==> src/rtl/three_phase_bridge_duty_generator_macros.svh <==
// Assertion macros for the three-phase bridge duty generator.
`ifndef THREE_PHASE_BRIDGE_DUTY_GENERATOR_MACROS_SVH
`define THREE_PHASE_BRIDGE_DUTY_GENERATOR_MACROS_SVH

// The condition holds at an edge, so the consequence holds at the next edge.
`define TPBD_ASSERT_NEXT(lbl, ante, cons) \
	lbl: assert property (@(posedge clk) disable iff (!arst_n) (ante) |=> (cons)) \
		else $error("Assertion failed: next-cycle property.");

// The condition holds at an edge, so the consequence holds at the same edge.
`define TPBD_ASSERT_SAME(lbl, ante, cons) \
	lbl: assert property (@(posedge clk) disable iff (!arst_n) (ante) |-> (cons)) \
		else $error("Assertion failed: same-cycle property.");

`endif

==> src/rtl/tpbd_pkg.sv <==
// Shared types, constants and phase tables of the bridge duty generator.
package tpbd_pkg;

	localparam int unsigned DATA_W    = 16;
	localparam int unsigned PHASES    = 3;
	localparam int unsigned DIV_STEPS = 16;

	localparam logic [1:0] ACT_PHASE = 2'd0;
	localparam logic [1:0] ACT_STEP  = 2'd1;
	localparam logic [1:0] ACT_FREE  = 2'd2;

	localparam logic [1:0] CFG_SPAN   = 2'd0;
	localparam logic [1:0] CFG_PERIOD = 2'd1;
	localparam logic [1:0] CFG_LOW_ON = 2'd2;

	localparam logic [DATA_W-1:0] RESET_SPAN   = 16'd1000;
	localparam logic [DATA_W-1:0] RESET_PERIOD = 16'd1000;
	localparam logic [DATA_W-1:0] RESET_LOW_ON = 16'd1000;
	localparam logic [DATA_W-1:0] DUTY_SAT     = 16'hFFFF;

	typedef enum logic [1:0] {
		KIND_PHASE,
		KIND_STEP,
		KIND_FREE
	} kind_t;

	typedef struct packed {
		kind_t                         kind;
		logic [2:0]                    step;
		logic [PHASES-1:0][DATA_W-1:0] v;
	} cmd_t;

	function automatic logic [1:0] driven_phase(input logic [2:0] step);
		logic [1:0] p;
		case (step)
			3'd0, 3'd1: p = 2'd0;
			3'd2, 3'd3: p = 2'd1;
			3'd4, 3'd5: p = 2'd2;
			default:    p = 2'd0;
		endcase
		return p;
	endfunction

	function automatic logic [1:0] low_on_phase(input logic [2:0] step);
		logic [1:0] p;
		case (step)
			3'd0:    p = 2'd2;
			3'd1:    p = 2'd1;
			3'd2:    p = 2'd0;
			3'd3:    p = 2'd2;
			3'd4:    p = 2'd1;
			3'd5:    p = 2'd0;
			default: p = 2'd0;
		endcase
		return p;
	endfunction

endpackage

==> src/rtl/three_phase_bridge_duty_generator.sv <==
// Top level of the three-phase bridge duty generator.
// A command is taken on start while busy is low and lands in a short queue, so a new
// command can follow in the next cycle while an earlier one is still being worked on.
// Phase-voltage and six-step commands pass in order through the queue pop, the three
// 16x16 multipliers, the divider set-up and the one-bit-per-cycle division by the
// supply span, which sets the sustained rate. Freewheel commands finish in the cycle
// after the pop. Each result is shown for exactly one cycle with done high; the
// receiver cannot stall, so it must take the transfer in that cycle. Configuration
// must be written only while no command is in flight; the block does not enforce it.
module three_phase_bridge_duty_generator #(
	parameter int unsigned QUEUE_DEPTH = 2
) (
	input  logic               clk,
	input  logic               arst_n,
	input  logic               cfg_we,
	input  logic [1:0]         cfg_index,
	input  logic [15:0]        cfg_data,
	input  logic               start,
	output logic               busy,
	input  logic [1:0]         action,
	input  logic signed [15:0] phase_a_voltage,
	input  logic signed [15:0] phase_b_voltage,
	input  logic signed [15:0] phase_c_voltage,
	input  logic [15:0]        step_voltage,
	input  logic [15:0]        commutation_step,
	output logic               done,
	output logic [15:0]        high_a_compare,
	output logic [15:0]        low_a_compare,
	output logic [15:0]        high_b_compare,
	output logic [15:0]        low_b_compare,
	output logic [15:0]        high_c_compare,
	output logic [15:0]        low_c_compare
);

	logic [15:0]    span_q;
	logic [15:0]    period_q;
	logic [15:0]    low_on_q;
	tpbd_pkg::cmd_t front_cmd;
	tpbd_pkg::cmd_t q_head;
	logic           q_full;
	logic           q_empty;
	logic           q_pop;
	logic           accept;

	assign busy   = q_full;
	assign accept = start && !q_full;

	always_ff @(posedge clk or negedge arst_n) begin
		if (!arst_n) begin
			span_q   <= tpbd_pkg::RESET_SPAN;
			period_q <= tpbd_pkg::RESET_PERIOD;
			low_on_q <= tpbd_pkg::RESET_LOW_ON;
		end else if (cfg_we) begin
			case (cfg_index)
				tpbd_pkg::CFG_SPAN:   span_q   <= cfg_data;
				tpbd_pkg::CFG_PERIOD: period_q <= cfg_data;
				tpbd_pkg::CFG_LOW_ON: low_on_q <= cfg_data;
				default: begin
				end
			endcase
		end
	end

	tpbd_front u_front (
		.action           (action),
		.phase_a_voltage  (phase_a_voltage),
		.phase_b_voltage  (phase_b_voltage),
		.phase_c_voltage  (phase_c_voltage),
		.step_voltage     (step_voltage),
		.commutation_step (commutation_step),
		.supply_span      (span_q),
		.cmd              (front_cmd)
	);

	tpbd_queue #(
		.DEPTH (QUEUE_DEPTH)
	) u_queue (
		.clk    (clk),
		.arst_n (arst_n),
		.push   (accept),
		.din    (front_cmd),
		.pop    (q_pop),
		.dout   (q_head),
		.full   (q_full),
		.empty  (q_empty)
	);

	tpbd_back u_back (
		.clk            (clk),
		.arst_n         (arst_n),
		.q_empty        (q_empty),
		.q_head         (q_head),
		.q_pop          (q_pop),
		.supply_span    (span_q),
		.pwm_period     (period_q),
		.low_on_compare (low_on_q),
		.done           (done),
		.high_a_compare (high_a_compare),
		.low_a_compare  (low_a_compare),
		.high_b_compare (high_b_compare),
		.low_b_compare  (low_b_compare),
		.high_c_compare (high_c_compare),
		.low_c_compare  (low_c_compare)
	);

	`include "three_phase_bridge_duty_generator_macros.svh"

	`TPBD_ASSERT_NEXT(a_accept_queued, accept, !q_empty)
	`TPBD_ASSERT_SAME(a_pop_needs_entry, q_pop, !q_empty)
	`TPBD_ASSERT_SAME(a_result_held, !done, $stable(high_a_compare) && $stable(low_c_compare))

endmodule

==> src/rtl/tpbd_front.sv <==
// Command front end: decodes the action, clamps phase voltages and reduces the step modulo six.
module tpbd_front (
	input  logic [1:0]         action,
	input  logic signed [15:0] phase_a_voltage,
	input  logic signed [15:0] phase_b_voltage,
	input  logic signed [15:0] phase_c_voltage,
	input  logic [15:0]        step_voltage,
	input  logic [15:0]        commutation_step,
	input  logic [15:0]        supply_span,
	output tpbd_pkg::cmd_t     cmd
);

	function automatic logic [15:0] clamp_phase(input logic signed [15:0] volt,
	                                            input logic [15:0] maxv);
		logic signed [17:0] sum;
		logic [15:0]        res;
		sum = 18'(volt) + $signed({3'b000, maxv[15:1]});
		if (sum < 18'sd0) begin
			res = 16'd0;
		end else if (sum > $signed({2'b00, maxv})) begin
			res = maxv;
		end else begin
			res = sum[15:0];
		end
		return res;
	endfunction

	// Residue modulo three from the base-four digit sum, then fixed by parity.
	function automatic logic [2:0] mod_six(input logic [15:0] x);
		logic [4:0] s;
		logic [2:0] r;
		s = 5'd0;
		for (int i = 0; i < 8; i++) begin
			s = s + {3'b000, x[2*i +: 2]};
		end
		if (s >= 5'd24) begin
			s = s - 5'd24;
		end
		if (s >= 5'd12) begin
			s = s - 5'd12;
		end
		if (s >= 5'd6) begin
			s = s - 5'd6;
		end
		if (s >= 5'd3) begin
			s = s - 5'd3;
		end
		r = s[2:0];
		if (r[0] != x[0]) begin
			r = r + 3'd3;
		end
		return r;
	endfunction

	always_comb begin
		cmd.step = mod_six(commutation_step);
		cmd.v    = '0;
		case (action)
			tpbd_pkg::ACT_PHASE: begin
				cmd.kind = tpbd_pkg::KIND_PHASE;
				cmd.v[0] = clamp_phase(phase_a_voltage, supply_span);
				cmd.v[1] = clamp_phase(phase_b_voltage, supply_span);
				cmd.v[2] = clamp_phase(phase_c_voltage, supply_span);
			end
			tpbd_pkg::ACT_STEP: begin
				cmd.kind = tpbd_pkg::KIND_STEP;
				cmd.v[0] = step_voltage;
			end
			default: begin
				cmd.kind = tpbd_pkg::KIND_FREE;
			end
		endcase
	end

endmodule

==> src/rtl/tpbd_queue.sv <==
// Small register queue between the command front end and the duty back end.
module tpbd_queue #(
	parameter int unsigned DEPTH = 2
) (
	input  logic           clk,
	input  logic           arst_n,
	input  logic           push,
	input  tpbd_pkg::cmd_t din,
	input  logic           pop,
	output tpbd_pkg::cmd_t dout,
	output logic           full,
	output logic           empty
);

	localparam int unsigned PTR_W = $clog2(DEPTH);
	localparam int unsigned CNT_W = $clog2(DEPTH + 1);

	tpbd_pkg::cmd_t   mem_q [DEPTH];
	logic [PTR_W-1:0] wr_ptr_q;
	logic [PTR_W-1:0] rd_ptr_q;
	logic [CNT_W-1:0] count_q;

	assign full  = (count_q == CNT_W'(DEPTH));
	assign empty = (count_q == '0);
	assign dout  = mem_q[rd_ptr_q];

	always_ff @(posedge clk) begin
		if (push) begin
			mem_q[wr_ptr_q] <= din;
		end
	end

	always_ff @(posedge clk or negedge arst_n) begin
		if (!arst_n) begin
			wr_ptr_q <= '0;
			rd_ptr_q <= '0;
			count_q  <= '0;
		end else begin
			if (push) begin
				wr_ptr_q <= (wr_ptr_q == PTR_W'(DEPTH - 1)) ? '0 : wr_ptr_q + 1'b1;
			end
			if (pop) begin
				rd_ptr_q <= (rd_ptr_q == PTR_W'(DEPTH - 1)) ? '0 : rd_ptr_q + 1'b1;
			end
			case ({push, pop})
				2'b10:   count_q <= count_q + 1'b1;
				2'b01:   count_q <= count_q - 1'b1;
				default: count_q <= count_q;
			endcase
		end
	end

endmodule

==> src/rtl/tpbd_back.sv <==
// Duty back end: scales by the PWM period, divides by the supply span bit by bit and builds the result.
module tpbd_back (
	input  logic           clk,
	input  logic           arst_n,
	input  logic           q_empty,
	input  tpbd_pkg::cmd_t q_head,
	output logic           q_pop,
	input  logic [15:0]    supply_span,
	input  logic [15:0]    pwm_period,
	input  logic [15:0]    low_on_compare,
	output logic           done,
	output logic [15:0]    high_a_compare,
	output logic [15:0]    low_a_compare,
	output logic [15:0]    high_b_compare,
	output logic [15:0]    low_b_compare,
	output logic [15:0]    high_c_compare,
	output logic [15:0]    low_c_compare
);

	localparam int unsigned PH = tpbd_pkg::PHASES;

	typedef enum logic [1:0] {
		ST_IDLE,
		ST_MUL,
		ST_PREP,
		ST_DIV
	} state_t;

	state_t          state_q;
	tpbd_pkg::cmd_t  cmd_q;
	logic [31:0]     prod_s1 [PH];
	logic [15:0]     rem_q   [PH];
	logic [15:0]     quo_q   [PH];
	logic [PH-1:0]   sat_q;
	logic [3:0]      cnt_q;
	logic            done_q;
	logic [15:0]     hi_q    [PH];
	logic [15:0]     lo_q    [PH];

	logic [15:0]     rem_next [PH];
	logic [15:0]     quo_next [PH];
	logic [15:0]     duty     [PH];
	logic [15:0]     hi_next  [PH];
	logic [15:0]     lo_next  [PH];
	logic [1:0]      dp;
	logic [1:0]      lp;

	assign q_pop = (state_q == ST_IDLE) && !q_empty;

	always_comb begin
		for (int i = 0; i < PH; i++) begin
			logic [16:0] r2;
			logic        ge;
			r2 = {rem_q[i], quo_q[i][15]};
			ge = (r2 >= {1'b0, supply_span});
			rem_next[i] = ge ? 16'(r2 - {1'b0, supply_span}) : r2[15:0];
			quo_next[i] = {quo_q[i][14:0], ge};
			if (supply_span == '0) begin
				duty[i] = '0;
			end else if (sat_q[i]) begin
				duty[i] = tpbd_pkg::DUTY_SAT;
			end else begin
				duty[i] = quo_next[i];
			end
		end
	end

	always_comb begin
		dp = tpbd_pkg::driven_phase(cmd_q.step);
		lp = tpbd_pkg::low_on_phase(cmd_q.step);
		for (int i = 0; i < PH; i++) begin
			if (cmd_q.kind == tpbd_pkg::KIND_STEP) begin
				hi_next[i] = (dp == 2'(i)) ? duty[0] : '0;
				lo_next[i] = (lp == 2'(i)) ? low_on_compare :
				             (dp == 2'(i)) ? duty[0] : '0;
			end else begin
				hi_next[i] = duty[i];
				lo_next[i] = duty[i];
			end
		end
	end

	always_ff @(posedge clk) begin
		for (int i = 0; i < PH; i++) begin
			prod_s1[i] <= 32'(cmd_q.v[i]) * 32'(pwm_period);
		end
	end

	always_ff @(posedge clk or negedge arst_n) begin
		if (!arst_n) begin
			state_q <= ST_IDLE;
			done_q  <= 1'b0;
			cnt_q   <= '0;
			sat_q   <= '0;
			cmd_q   <= '0;
			for (int i = 0; i < PH; i++) begin
				rem_q[i] <= '0;
				quo_q[i] <= '0;
				hi_q[i]  <= '0;
				lo_q[i]  <= '0;
			end
		end else begin
			case (state_q)
				ST_IDLE: begin
					done_q <= !q_empty && (q_head.kind == tpbd_pkg::KIND_FREE);
					if (!q_empty) begin
						cmd_q <= q_head;
						if (q_head.kind == tpbd_pkg::KIND_FREE) begin
							for (int i = 0; i < PH; i++) begin
								hi_q[i] <= '0;
								lo_q[i] <= pwm_period;
							end
						end else begin
							state_q <= ST_MUL;
						end
					end
				end
				ST_MUL: begin
					done_q  <= 1'b0;
					state_q <= ST_PREP;
				end
				ST_PREP: begin
					done_q <= 1'b0;
					for (int i = 0; i < PH; i++) begin
						rem_q[i] <= prod_s1[i][31:16];
						quo_q[i] <= prod_s1[i][15:0];
						sat_q[i] <= (prod_s1[i][31:16] >= supply_span);
					end
					cnt_q   <= '0;
					state_q <= ST_DIV;
				end
				ST_DIV: begin
					done_q <= (cnt_q == 4'(tpbd_pkg::DIV_STEPS - 1));
					for (int i = 0; i < PH; i++) begin
						rem_q[i] <= rem_next[i];
						quo_q[i] <= quo_next[i];
					end
					cnt_q <= cnt_q + 1'b1;
					if (cnt_q == 4'(tpbd_pkg::DIV_STEPS - 1)) begin
						for (int i = 0; i < PH; i++) begin
							hi_q[i] <= hi_next[i];
							lo_q[i] <= lo_next[i];
						end
						state_q <= ST_IDLE;
					end
				end
				default: begin
					done_q  <= 1'b0;
					state_q <= ST_IDLE;
				end
			endcase
		end
	end

	assign done           = done_q;
	assign high_a_compare = hi_q[0];
	assign low_a_compare  = lo_q[0];
	assign high_b_compare = hi_q[1];
	assign low_b_compare  = lo_q[1];
	assign high_c_compare = hi_q[2];
	assign low_c_compare  = lo_q[2];

endmodule

==> config.mk <==
export PLATFORM = sky130hd
export DESIGN_NAME = three_phase_bridge_duty_generator
export DESIGN_NICKNAME = d
export VERILOG_FILES = /design/src/rtl/tpbd_pkg.sv /design/src/rtl/three_phase_bridge_duty_generator.sv /design/src/rtl/tpbd_front.sv /design/src/rtl/tpbd_queue.sv /design/src/rtl/tpbd_back.sv
export VERILOG_INCLUDE_DIRS = /design/src /design/src/rtl
export SDC_FILE = /design/constraint.sdc
export NUM_CORES = 2
export LEC_CHECK = 0
export BUFFER_PORTS_ARGS = -buffer_cell sky130_fd_sc_hd__buf_4
export CAP_MARGIN = 25
export CORE_MARGIN = 1
export CORE_UTILIZATION = 65
export CTS_CLUSTER_DIAMETER = 120
export DETAILED_ROUTE_END_ITERATION = 10
export MAX_ROUTING_LAYER = met4
export PLACE_DENSITY_LB_ADDON = 0.1
export REMOVE_ABC_BUFFERS = 1
export SLEW_MARGIN = 20
export SYNTH_ARGS = -nofsm -noshare
export SYNTH_HDL_FRONTEND = slang
export SYNTH_SLANG_ARGS = --single-unit
==> constraint.sdc <==
create_clock -name clk -period 7.3 [get_ports clk]
set_input_delay 0.73 -clock clk [delete_from_list [all_inputs] [get_ports clk]]
set_output_delay 0.73 -clock clk [all_outputs]
set_load 0.1 [all_outputs]
Word level (Yosys, flattened, before mapping) --
Memories as Yosys holds them, arrays and structs flattened. Cells that the tools add are included. W data, S select, Z words.
Storage, ports and cells: register bits 307, RAM bits 202, input port bits 104, output and inout port bits 98, word-level logic and storage cells 183, memories kept 2
Memories:
- u_queue.mem_q | words 2, width 53, rd ports 1, clocked after memory_dff 0, wr ports 1, RTL line tpbd_queue.sv:18 | tpbd_pkg::cmd_t mem_q [DEPTH];
- u_back.prod_s1 | words 3, width 32, rd ports 3, clocked after memory_dff 0, wr ports 3, RTL line tpbd_back.sv:31 | logic [31:0] prod_s1 [PH];
Operators by class: $add $sub $neg 23, multiply operators 3, $lt $le $gt $ge 16, eq/ne operators 26, muxes and demuxes 58, bitwise gates (word level) 1, reductions and logical operators 27
Operator list (number):
- $mux W16 | 27
- $pmux W48 S2 | 4
- $mux W48 | 6
- $mul A16 B16 Y32 | 3
- $gt A18 B17 Y1 | 3
- $lt A18 B1 Y1 const B | 3
- $add A16 B16 Y17 | 3
- $ge A17 B16 Y1 | 3
- $ge A16 B16 Y1 | 3
- $sub A16 B16 Y16 | 3
- $mux W32 | 1
- $pmux W16 S2 | 1
- $add A5 B2 Y5 | 6
- $eq A2 B2 Y1 const B | 8
- $logic_not A16 Y1 | 1
- $pmux W2 S2 | 4
- $mux W5 | 3
- $eq A2 B1 Y1 const B | 7
- $logic_not A2 Y1 | 6
- $reduce_or A2 Y1 | 5
- $pmux W2 S4 | 1
- $pmux W4 S2 | 1
- $reduce_and A2 Y1 | 4
- $eq A3 B2 Y1 const B | 2
- 31 further kinds | 46

Logic depth before layout (Yosys ltp) --
depth in word-level cells 17, mapped depth 30, depth with buffers taken out 29

Cells and area by module --
From an unflattened synthesis, not the netlist that was laid out.
Unflattened totals: cells, all modules 5525, area, all modules 53381.2 µm²
Modules (own cells, without submodules):
- tpbd_back | times used 1, cells an instance 4605, area each 42454.5 µm², seq. area each 8303.0 µm²
- tpbd_front | times used 1, cells an instance 636, area each 4823.4 µm², seq. area each 0.0 µm²
- tpbd_queue | times used 1, cells an instance 181, area each 4259.1 µm², seq. area each 3283.1 µm²
- three_phase_bridge_duty_generator | times used 1, cells an instance 103, area each 1844.3 µm², seq. area each 1223.7 µm²

Worst setup path after synthesis --
No wires, ideal clock.
kind input port to flip-flop, from in commutation_step[0], to mem u_queue.mem_q[0][50] (netlist bit), data pin, library setup time 278 ps, arrival 6806 ps, data required time 7022 ps, setup slack 216 ps, stages 29, buffers on the path 1, path through ha_1 -> inv_1 -> fa_1 -> fa_1 -> fa_1 -> inv_1 -> fa_1 -> ha_1 -> fa_1 -> nand2b_1 -> o21a_1 -> nor2_1 -> ha_1 -> and3b_1 -> a221oi_1 -> nor2_1 -> or2_2 -> ha_1 -> nor3b_2 -> xnor2_1 -> ha_1 -> nor2_2 -> and2_1 -> buf_4 -> mux2i_1 -> ha_1 -> nand2b_1 -> nand3_1 -> o221ai_1
RTL lines:
- from (decl) | RTL line three_phase_bridge_duty_generator.sv:25 | input logic [15:0] commutation_step,
- to (decl) | RTL line tpbd_queue.sv:18

==> results by group <==
Final layout
  – Synth-to-Final Area Change: 9.21%
  – Most frequent cells in the layout: nand2_1 (851), inv_1 (760), fa_1 (599), ha_1 (514), o21ai_0 (346)
  – Commonest non-fill, non-tap cell in the layout: nand2_1
  – Layout cells sized above 1: 9.15%
  – Final Non-Filler Cells: 6,824
  – Fin util: 72.2%
  – Fill cells: 6,121
  – NumNets Final: 6,940

Clocking
  – Clock latency at the later pin of the worst-skew pair: 0.66 ns
  – CTS H-tree lvls: 2
  – Cts hold-fix bufs: 0
  – CTS root buf: clkbuf_16
  – TritonCTS clock tree: done
  – Clock transition at path regs: 0.06 ns
  – TritonCTS Buffers: 57
  – Num Clock Sinks: 509
  – Longest Clk Path Bufs: 3

Global route
  – Gr busiest metal: met2
  – GRT Overall Usage: 38.8%
  – First-pass GRT wire length: 236,000 um
  – Vias in the first global route: 41,300
  – Initial antenna violation count: 3
  – Largest net degree at the start of global routing: 122
  – GR Util met3: 10.9%
  – GRT met2 Usage: 55.3%
  – Grt ovf: 0
  – GR Layer Usage met1: 52.9%

Floorplanning
  – Die X: 286 um
  – Total die area: 81,900 sq um
  – Boundary Pins: 202
  – Placeable core region: 79,400 sq um
  – Initial Utilization: 66.1%
  – Die Y: 286 um
  – Row count: 103

Logic synthesis
  – Distinct cells, synth: 92
  – EDFF count, synth: 106
  – Async S/R FF share, synth: 60.3%
  – Synth area leaders: fa_1 (23%), dfrtp_1 (14%), ha_1 (12%)
  – Top-area cell type share of the netlist area: 22.9%
  – Sequential area share after synthesis: 24.4%
  – Post-Synthesis Cells: 5,604
  – Post-Syn Area: 52,500 sq um
  – Synth Flop Type: dfrtp_1
  – YS warnings: 0
  – Synth Register Bits: 509
  – Mean post-synth cell area: 9.36 sq um
  – Dominant cell type by area after synthesis: fa_1

Critical path
  – WP data required: 7.87 ns
  – CP Launch Type: flip-flop
  – Maximum fanout along the worst path: 23
  – Critical path class: reg -> reg
  – Critical path endpoint category: flip-flop
  – Crit path DAT: 7.56 ns

Timing
  – TNS Setup: 0 ns
  – Minimum clock period: 6.99 ns
  – Final Hold Viols: 0
  – Final Cycle Share: 95.7%
  – Clock Skew: 0.0504 ns
  – Setup violators final: 0
  – RSZ-0062 raised after global routing: false
  – Worst slew pin tran: 1.07 ns
  – Slew headroom: 28.7%
  – Fmax: 143 MHz
  – Max Slew Vio Count: 0

Routing
  – Remaining antenna violation count: 0
  – 1st-iter DRT viols: 3,552
  – Post-route DRC: 0
  – Router iterations before antenna repair: 6
  – Vias/cell: 6.07
  – Total number of vias: 41,400
  – WL final: 151,000 um
  – DR WL/cell: 22.2 um

Placement
  – RePlAce Congestion: 0.972
  – Placed cell count: 6,709
  – PortBufs: 201
  – Hpwl dp: 118,000 um

Status
  – Outcome: finished, final reports clean

Job
  – Max Cap Viol: 0

Hold path
  – HP Class: in -> async
## Yosys cell counts, drive strengths merged, types with 111 or more instances
| cell type | instances |
|---|---|
| inv | 760 |
| clkbuf | 247 |
| a21oi | 158 |
| dfrtp | 289 |
| mux2i | 179 |
| o21ai | 354 |
| xnor2 | 119 |
| fa | 599 |
| nand2 | 851 |
| nor2 | 142 |
| and2 | 307 |
| ha | 516 |
| a21o | 111 |
## sequential cells by signal, indices dropped and copies added, names as in the netlist
signal and flops:
low_on_q 16, period_q 16, span_q 16, u_back.cmd_q 53, u_back.cnt_q 4, u_back.done 1, u_back.high_a_compare 16, u_back.high_b_compare 16
u_back.high_c_compare 16, u_back.low_a_compare 16, u_back.low_b_compare 16, u_back.low_c_compare 16, u_back.prod_s1 96, u_back.quo_next 45, u_back.quo_q 3, u_back.rem_q 48
u_back.sat_q 3, u_back.state_q 2, u_queue.count_q 2, u_queue.mem_q 106, u_queue.rd_ptr_q 1, u_queue.wr_ptr_q 1
## worst max-delay path: stages (launching register included)
cell and delay (ns):
dfstp_2 0.79, buf_12 0.23, nand2_1 0.08, fa_1 0.50, inv_1 0.05, fa_1 0.52, inv_1 0.06, fa_1 0.50
inv_1 0.06, fa_1 0.52, inv_1 0.05, fa_1 0.49, inv_1 0.05, fa_1 0.43, ha_1 0.36, a21oi_1 0.14
o21ai_0 0.14, a22oi_1 0.18, o21ai_0 0.32, a41oi_1 0.50, a21oi_1 0.17, a211o_1 0.32, o31ai_1 0.27, xnor2_1 0.16
## stage by stage
step           setup slack [ns]  hold slack [ns]  instance area (sq um)
4_1_cts                   0.394            0.186                  57200
2_1_floorplan             -3.52            0.434                  51400
3_5_place_dp            -0.0861            0.471                  55400
3_3_place_gp           -0.00407            0.462                  55400
5_1_grt                  0.0798            0.221                  57300
6_report                  0.312            0.116                  57300
## per-layer routing
metal / vias up / part of all wire, %
li1: 18600 / -
met1: 20800 / 42
met2: 1717 / 43
met3: 337 / 11
met4: 0 / 4.2
met5: - / 0
## worst paths after layout
path	startpoint	to	slack, ns	depth (start not counted)
max	period_q[3]	u_back.prod_s1[0][63]	0.31	23
min	arst_n	u_back.done	0.12	1
max reg2reg	period_q[3]	u_back.prod_s1[0][63]	0.31	23
min reg2reg	u_back.low_b_compare[12]	u_back.low_b_compare[12]	0.48	1
max in group asynchronous	arst_n	u_queue.rd_ptr_q	5.76	2
min in group clk	commutation_step[0]	u_queue.mem_q[0][48]	0.30	1
## layout make-up
type	count	area, sq um	area share [%]
antenna	5	12.5	0.0218
clock buffer	71	1560	2.72
clock inverter	36	305	0.533
inverter	761	2860	4.99
multi-input combinational	4064	35800	62.5
sequential	509	12800	22.4
tap	1050	1310	2.29
timing repair buffer	328	2600	4.54
## cells by family (layout without fill, tap and decap cells)
logic type / count (synthesis) / in the layout / share of synthesized area, %
AOI/OAI and AO/OA: 981 / 981 / 11.9
adders and majority gates: 1115 / 1115 / 35.2
other: 0 / 5 / 0
muxes: 216 / 216 / 4.22
and+or+nand+nor: 1584 / 1584 / 14.1
DFF: 509 / 509 / 24.4
buffers and inverters: 1031 / 1196 / 7.44
xor gates and xnor gates: 168 / 168 / 2.80
## what timing repair did
| item | in CTS | in global routing |
|---|---|---|
| setup buffers | 0 | 0 |
| setup endpoints to repair | 0 | 2 |
| resized for setup | 0 | 2 |
Power is left out: the tool's default activity adds up to more than one toggle a clock period on the data nets, which glitch-free logic cannot reach.
